`src/sv/trbc_pkg.sv`:
```
package trbc_pkg;

   localparam int MAX_NODES_DEFAULT = 1024;
   localparam int CSR_DATA_W        = 11;
   localparam int CSR_INDEX_W       = 1;

   typedef enum logic [1:0] {
      CMD_LOAD  = 2'd0,
      CMD_QUERY = 2'd1,
      CMD_CLEAR = 2'd2
   } command_type;

   localparam logic [CSR_INDEX_W-1:0] CSR_SOMA_TYPE   = 1'b0;
   localparam logic [CSR_INDEX_W-1:0] CSR_CHILD_LIMIT = 1'b1;

   localparam logic [7:0]         SOMA_TYPE_RESET   = 8'd1;
   localparam logic [10:0]        CHILD_LIMIT_RESET = 11'd2;
   localparam logic [10:0]        CHILD_MAX         = 11'h7ff;
   localparam logic signed [31:0] PARENT_NONE       = -32'sd1;

   typedef struct packed {
      logic [1:0]         command;
      logic [30:0]        node_id;
      logic signed [31:0] parent_ref;
      logic [7:0]         node_type;
      logic [9:0]         query_index;
   } req_type;

   typedef struct packed {
      logic        is_root;
      logic        is_multifurcation;
      logic        is_soma;
      logic [10:0] child_count;
      logic        index_valid;
      logic        overflowed;
   } rsp_type;

   // one stored table entry
   typedef struct packed {
      logic [30:0]        id;
      logic signed [31:0] parent;
      logic [7:0]         ntype;
   } node_entry_type;

   // per-query outcome handed from the scan unit to the top level
   typedef struct packed {
      logic        is_root;
      logic        is_multifurcation;
      logic        is_soma;
      logic [10:0] child_count;
      logic        index_valid;
   } scan_result_type;

endpackage

```
`src/sv/trbc_scan.sv`:
```
module trbc_scan #(
   parameter int MAX_NODES = trbc_pkg::MAX_NODES_DEFAULT
) (
   input  logic                              clock,
   input  logic                              reset,
   input  logic                              start_i,
   input  logic                              start_valid_i,
   input  logic [$clog2(MAX_NODES)-1:0]      start_addr_i,
   input  logic [$clog2(MAX_NODES+1)-1:0]    count_i,
   input  logic [7:0]                        soma_type_i,
   input  logic [10:0]                       child_limit_i,
   input  logic                              out_free_i,
   output logic                              busy_o,
   output logic                              done_o,
   output trbc_pkg::scan_result_type         result_o,
   output logic                              rd_en_o,
   output logic [$clog2(MAX_NODES)-1:0]      rd_addr_o,
   input  trbc_pkg::node_entry_type          rd_data_i
);
   import trbc_pkg::*;

   localparam int AW = $clog2(MAX_NODES);
   localparam int CW = $clog2(MAX_NODES + 1);

   typedef enum logic [3:0] {
      S_IDLE   = 4'b0001,
      S_HEAD   = 4'b0010,
      S_SCAN   = 4'b0100,
      S_FINISH = 4'b1000
   } state_type;

   state_type          state_ff, state_in;
   logic [CW-1:0]      iss_ff, iss_in;
   logic [AW-1:0]      dat_ff, dat_in;
   logic               dv_ff, dv_in;
   logic [AW-1:0]      q_ff, q_in;
   logic               valid_ff, valid_in;
   logic signed [31:0] par_ff, par_in;
   logic [30:0]        myid_ff, myid_in;
   logic               found_ff, found_in;
   logic               shadow_ff, shadow_in;
   logic [10:0]        cnt_ff, cnt_in;
   logic               have_soma_ff, have_soma_in;
   logic               soma_q_ff, soma_q_in;

   logic               id_hit, shadow_hit, child_hit, soma_hit;
   logic [10:0]        children;
   logic               soma_flag;

   // entry compares against the data read in the previous cycle
   assign id_hit     = !par_ff[31] && (par_ff[30:0] == rd_data_i.id);
   assign shadow_hit = (dat_ff > q_ff) && (rd_data_i.id == myid_ff);
   assign child_hit  = !rd_data_i.parent[31] && (rd_data_i.parent[30:0] == myid_ff);
   assign soma_hit   = (rd_data_i.ntype == soma_type_i) && (rd_data_i.parent == PARENT_NONE);

   always_comb begin
      state_in     = state_ff;
      iss_in       = iss_ff;
      dat_in       = dat_ff;
      dv_in        = 1'b0;
      q_in         = q_ff;
      valid_in     = valid_ff;
      par_in       = par_ff;
      myid_in      = myid_ff;
      found_in     = found_ff;
      shadow_in    = shadow_ff;
      cnt_in       = cnt_ff;
      have_soma_in = have_soma_ff;
      soma_q_in    = soma_q_ff;
      rd_en_o      = 1'b0;
      rd_addr_o    = start_addr_i;
      done_o       = 1'b0;
      unique case (state_ff)
         S_IDLE: begin
            if (start_i) begin
               q_in         = start_addr_i;
               valid_in     = start_valid_i;
               found_in     = 1'b0;
               shadow_in    = 1'b0;
               cnt_in       = '0;
               have_soma_in = 1'b0;
               soma_q_in    = 1'b0;
               if (start_valid_i) begin
                  rd_en_o  = 1'b1;
                  state_in = S_HEAD;
               end else begin
                  state_in = S_FINISH;
               end
            end
         end
         S_HEAD: begin
            par_in    = rd_data_i.parent;
            myid_in   = rd_data_i.id;
            rd_en_o   = 1'b1;
            rd_addr_o = '0;
            iss_in    = CW'(1);
            dat_in    = '0;
            dv_in     = 1'b1;
            state_in  = S_SCAN;
         end
         S_SCAN: begin
            if (dv_ff) begin
               if (id_hit) found_in = 1'b1;
               if (shadow_hit) shadow_in = 1'b1;
               if (child_hit && (cnt_ff != CHILD_MAX)) cnt_in = cnt_ff + 11'd1;
               if (soma_hit) begin
                  have_soma_in = 1'b1;
                  soma_q_in    = (dat_ff == q_ff);
               end
               if (iss_ff < count_i) begin
                  rd_en_o   = 1'b1;
                  rd_addr_o = iss_ff[AW-1:0];
                  dat_in    = iss_ff[AW-1:0];
                  iss_in    = iss_ff + CW'(1);
                  dv_in     = 1'b1;
               end
            end else begin
               state_in = S_FINISH;
            end
         end
         S_FINISH: begin
            if (out_free_i) begin
               done_o   = 1'b1;
               state_in = S_IDLE;
            end
         end
         default: begin
            state_in = S_IDLE;
         end
      endcase
   end

   always_ff @(posedge clock) begin
      if (reset) begin
         state_ff <= S_IDLE;
         dv_ff    <= 1'b0;
      end else begin
         state_ff <= state_in;
         dv_ff    <= dv_in;
      end
   end

   always_ff @(posedge clock) begin
      iss_ff       <= iss_in;
      dat_ff       <= dat_in;
      q_ff         <= q_in;
      valid_ff     <= valid_in;
      par_ff       <= par_in;
      myid_ff      <= myid_in;
      found_ff     <= found_in;
      shadow_ff    <= shadow_in;
      cnt_ff       <= cnt_in;
      have_soma_ff <= have_soma_in;
      soma_q_ff    <= soma_q_in;
   end

   assign children  = shadow_ff ? 11'd0 : cnt_ff;
   assign soma_flag = have_soma_ff && soma_q_ff;

   always_comb begin
      result_o = '0;
      if (valid_ff) begin
         result_o.is_root           = (par_ff == PARENT_NONE) || !found_ff;
         result_o.is_soma           = soma_flag;
         result_o.child_count       = children;
         result_o.is_multifurcation = (children > child_limit_i) && !soma_flag;
         result_o.index_valid       = 1'b1;
      end
   end

   assign busy_o = (state_ff != S_IDLE);

   a_start_idle : assert property (@(posedge clock) disable iff (reset)
      start_i |-> (state_ff == S_IDLE))
      else $error("query started while scan busy");

   a_dv_scan : assert property (@(posedge clock) disable iff (reset)
      dv_ff |-> (state_ff == S_SCAN))
      else $error("read data pending outside scan");

   a_iss_bound : assert property (@(posedge clock) disable iff (reset)
      (state_ff == S_SCAN) |-> (iss_ff <= count_i))
      else $error("scan issued past loaded count");

   a_done_free : assert property (@(posedge clock) disable iff (reset)
      done_o |=> (state_ff == S_IDLE))
      else $error("scan did not return to idle after finish");

endmodule

```
`config.mk`:
```
export PLATFORM = sky130hd
export DESIGN_NAME = trbc_scan
export DESIGN_NICKNAME = d
export VERILOG_FILES = /design/src/sv/trbc_pkg.sv /design/src/sv/trbc_scan.sv
export SDC_FILE = /design/constraint.sdc
export NUM_CORES = 1
export LEC_CHECK = 0
export ABC_AREA = 1
export BUFFER_PORTS_ARGS = -buffer_cell sky130_fd_sc_hd__buf_4
export CAP_MARGIN = 20
export CORE_MARGIN = 2
export CORE_UTILIZATION = 56
export DETAILED_ROUTE_END_ITERATION = 8
export GPL_TIMING_DRIVEN = 0
export PLACE_DENSITY = 0.8
export SETUP_SLACK_MARGIN = 0.1
export SYNTH_ARGS = -nofsm -noshare
export SYNTH_HDL_FRONTEND = slang
export SYNTH_SLANG_ARGS = --single-unit
export TNS_END_PERCENT = 5
```
`constraint.sdc`:
```
create_clock -name clock -period 6 [get_ports clock]
set_input_delay 0.6 -clock clock [delete_from_list [all_inputs] [get_ports clock]]
set_output_delay 0.6 -clock clock [all_outputs]
set_load 0.05 [all_outputs]
```
==> impl_metrics.py <==
metrics = {
    "layout": {
        "layout_commonest_cell": "nand2_1",
        "final_util": 0.739,
        "final_layout_size_suffix_gt1_frac": 0.191,
        "multi_input_area_sq_mm": 0.00299,
        "syn_to_final_growth_pct": 27.3,
        "fillers": 941,
        "seqCellArea_sq_mm": 0.00340,
        "layout.nets": 1164,
        "n_antenna_cell": 0,
        "final_cell_mix": "nand2_1, inv_1, buf_4",
        "final_area_sq_mm": 0.00894,
    },
    "drt": {
        "first_pass_iters": 5,
        "wl_met3_um": 1500,
        "top_layer": "met4",
        "drc": 0,
        "vias_per_cell": 5.14,
        "routedWlPerCell_um": 14.5,
        "drt-total-wl_um": 17400,
        "vias": 6147,
        "drt-met1-wl_um": 7390,
        "ant_nets": 0,
        "drt_iter0_drc": 537,
        "met2_length_um": 7960,
    },
    "power": {
        "p_switching_w": 0.000625,
        "p_comb_frac": 0.167,
        "sequentialPowerShare": 0.405,
        "vdd_drop_max_v": 0.000199,
        "clkPwrFrac": 0.428,
        "intPower_w": 0.00171,
        "p_total_w": 0.00234,
        "p_leak_nw": 4.25,
        "p_per_area_mw_per_mm2": 261,
        "swShare": 0.268,
    },
    "worst_setup_path": {
        "critPathMaxFanout": 10,
        "startpoint_type": "flip-flop",
        "cp.required_ns": 5.40,
        "r2r_cells": 6,
        "crit_arrival_ns": 2.43,
        "rrSetupSlack_ns": 3.28,
        "critPathKind": "flip-flop to output port",
        "worstSetupEndpointType": "output port",
    },
    "synth": {
        "ys_seq_elements": 115,
        "yosys.area_share.xor_xnor": 0.0573,
        "yosysSeqAreaShare": 0.484,
        "synth_edf_count": 110,
        "synthAdderAreaFrac": 0.0588,
        "avgSynthCellArea_sq_um": 8.27,
        "synth-simple-area-share": 0.260,
        "synth_compound_area_frac": 0.0490,
        "yosys.area.top_type": "edfxtp_1",
        "synth.area.mux_share": 0,
        "synth_warnings": 0,
        "synth_nets": 999,
        "netlist_instances": 850,
        "ys_top_cells_by_area": "edfxtp_1, nand2_1, inv_1",
        "ys_types": 35,
        "syn-cell-area_sq_mm": 0.00703,
        "synth_top_family_by_area": "simple AND/OR/NAND/NOR gates",
        "synth-main-ff-cell": "edfxtp_1",
        "synth_top_area_frac": 0.470,
        "synthArstFlopShare": 0,
    },
    "sta": {
        "hold_viol": 0,
        "relSlewSlack": 0.378,
        "fin_skew_ns": 0.00821,
        "final.period_utilization": 0.505,
        "setup_tns_ns": 0,
        "setup_ws_ns": 2.97,
        "tightest_slew_ns": 0.929,
        "fin_crit_ns": 3.03,
        "setup_viol": 0,
        "timing.final.max_slew_violations": 0,
        "max_freq_mhz": 330,
        "rsz0062_at_grt": "no",
    },
    "clock_tree": {
        "clkLatencyLatePin_ns": 0.42,
        "path_clk_slew_ns": 0.05,
        "cts_resized": 0,
        "numCtsBuffers": 17,
        "max-clock-path-buffers": 2,
        "h-tree-depth": 4,
        "root_buffer": "clkbuf_16",
        "cts_sinks": 115,
        "cts_hold_buf": 0,
        "postCtsSetupRepairBufs": 0,
        "cts_tree": "done",
    },
    "global_routing": {
        "grtUsageTotal": 0.274,
        "antenna_found_initial": 0,
        "grt_max_degree": 22,
        "grt_pass1_vias": 5748,
        "grt-ovfl-total": 0,
        "grt_pass1_wl_um": 27400,
    },
    "floorplan": {
        "start_util": 0.580,
        "rows": 40,
        "core-area_sq_mm": 0.0121,
        "die_h_um": 116,
        "io_pins": 144,
        "die_w_um": 116,
        "dieArea_sq_mm": 0.0135,
    },
    "placed_design": {
        "place_area_sq_mm": 0.00837,
        "dp_slack_ns": 3.01,
        "gp_congestion": 0.927,
        "io_buffers": 143,
        "dpl.hpwl_um": 13500,
    },
    "flow_run": {
        "max_cap_viol_count": 0,
    },
    "worst_hold_path": {
        "hold_depth": 1,
        "hp-class": "input port to flip-flop",
    },
    "run_status": {
        "status": "complete, no violations",
    },
}
[per-stage QoR]
stage / hold WS (ns) / cells
finish: 0.363 / 1196
global placement: 0.540 / 1161
floorplan: 0.493 / 850
CTS: 0.350 / 1196
detailed placement: 0.549 / 1164
global route: 0.348 / 1196
[area by class of cell]
type / count / share of cell area
buffer: 11 / 0.00699
sequential: 115 / 0.380
multi-input combinational: 571 / 0.334
clock inverter: 15 / 0.0164
clock buffer: 17 / 0.0476
tap: 168 / 0.0235
inverter: 153 / 0.0642
timing repair buffer: 146 / 0.126
[logic make-up (layout without fill, tap and decap cells)]
group,count (synthesis),after routing
AO/OA/AOI/OAI,63,63
XOR/XNOR,46,46
buffers and inverters,164,342
AND/OR/NAND/NOR,429,429
adder cells (fa/ha/maj),33,33
flip-flops,115,115
[critical path, cell delays in order, from the launching register on]
cell and delay (ns):
edfxtp_1 0.45, ha_1 0.33, a21o_1 0.16, a31oi_1 0.20
nand4_1 0.23, buf_2 0.27, nand3_1 0.09, nand2_1 0.08
buf_4 0.20
[registers in the layout (all words and copies together) (netlist names), 4 cells and up]
register / flops
state_ff: 4
iss_ff: 11
par_ff: 32
dat_ff: 10
myid_ff: 31
cnt_ff: 11
q_ff: 10
[synthesized netlist by cell type (3+ instances only)]
cell and count:
dfxtp_1 5, o21ai_0 24, nand3b_1 3, clkbuf_1 3, ha_1 33, inv_1 153, xor2_1 14, a21oi_1 29
nand2_1 221, nand4_1 26, buf_2 5, nor2_1 113, nor3_1 23, edfxtp_1 110, xnor2_1 32, nor3_2 3
nand3_1 26
[layer usage]
| layer | up-vias | GRT usage |
|---|---|---|
| met5 | - | 0 |
| met4 | 0 | 0.115 |
| met3 | 38 | 0.0826 |
| met2 | 256 | 0.425 |
| met1 | 2779 | 0.360 |
| li1 | 3074 | - |
[power groups by stage]
stage | clock [W] | combinational, W | sequential [W]
5_1_grt | 0.00104 | 0.000432 | 0.000951
3_5_place_dp | 0 | 0.000387 | 0.000963
2_1_floorplan | 0 | 0.000234 | 0.000956
3_3_place_gp | 0 | 0.000378 | 0.000962
4_1_cts | 0.00100 | 0.000390 | 0.000947
6_report | 0.000999 | 0.000390 | 0.000947
[final timing paths]
path / start / end
max: iss_ff[8]$_SDFFCE_PN0P_ / rd_addr_o[6]
min: start_addr_i[5] / q_ff[5]$_DFFE_PP_
max reg2reg: iss_ff[8]$_SDFFCE_PN0P_ / dat_ff[0]$_SDFFCE_PN0P_
min reg2reg: dv_ff$_SDFF_PP0_ / state_ff[2]$_SDFFE_PP0P_
Note: power is estimated with default switching activity, not from simulation.
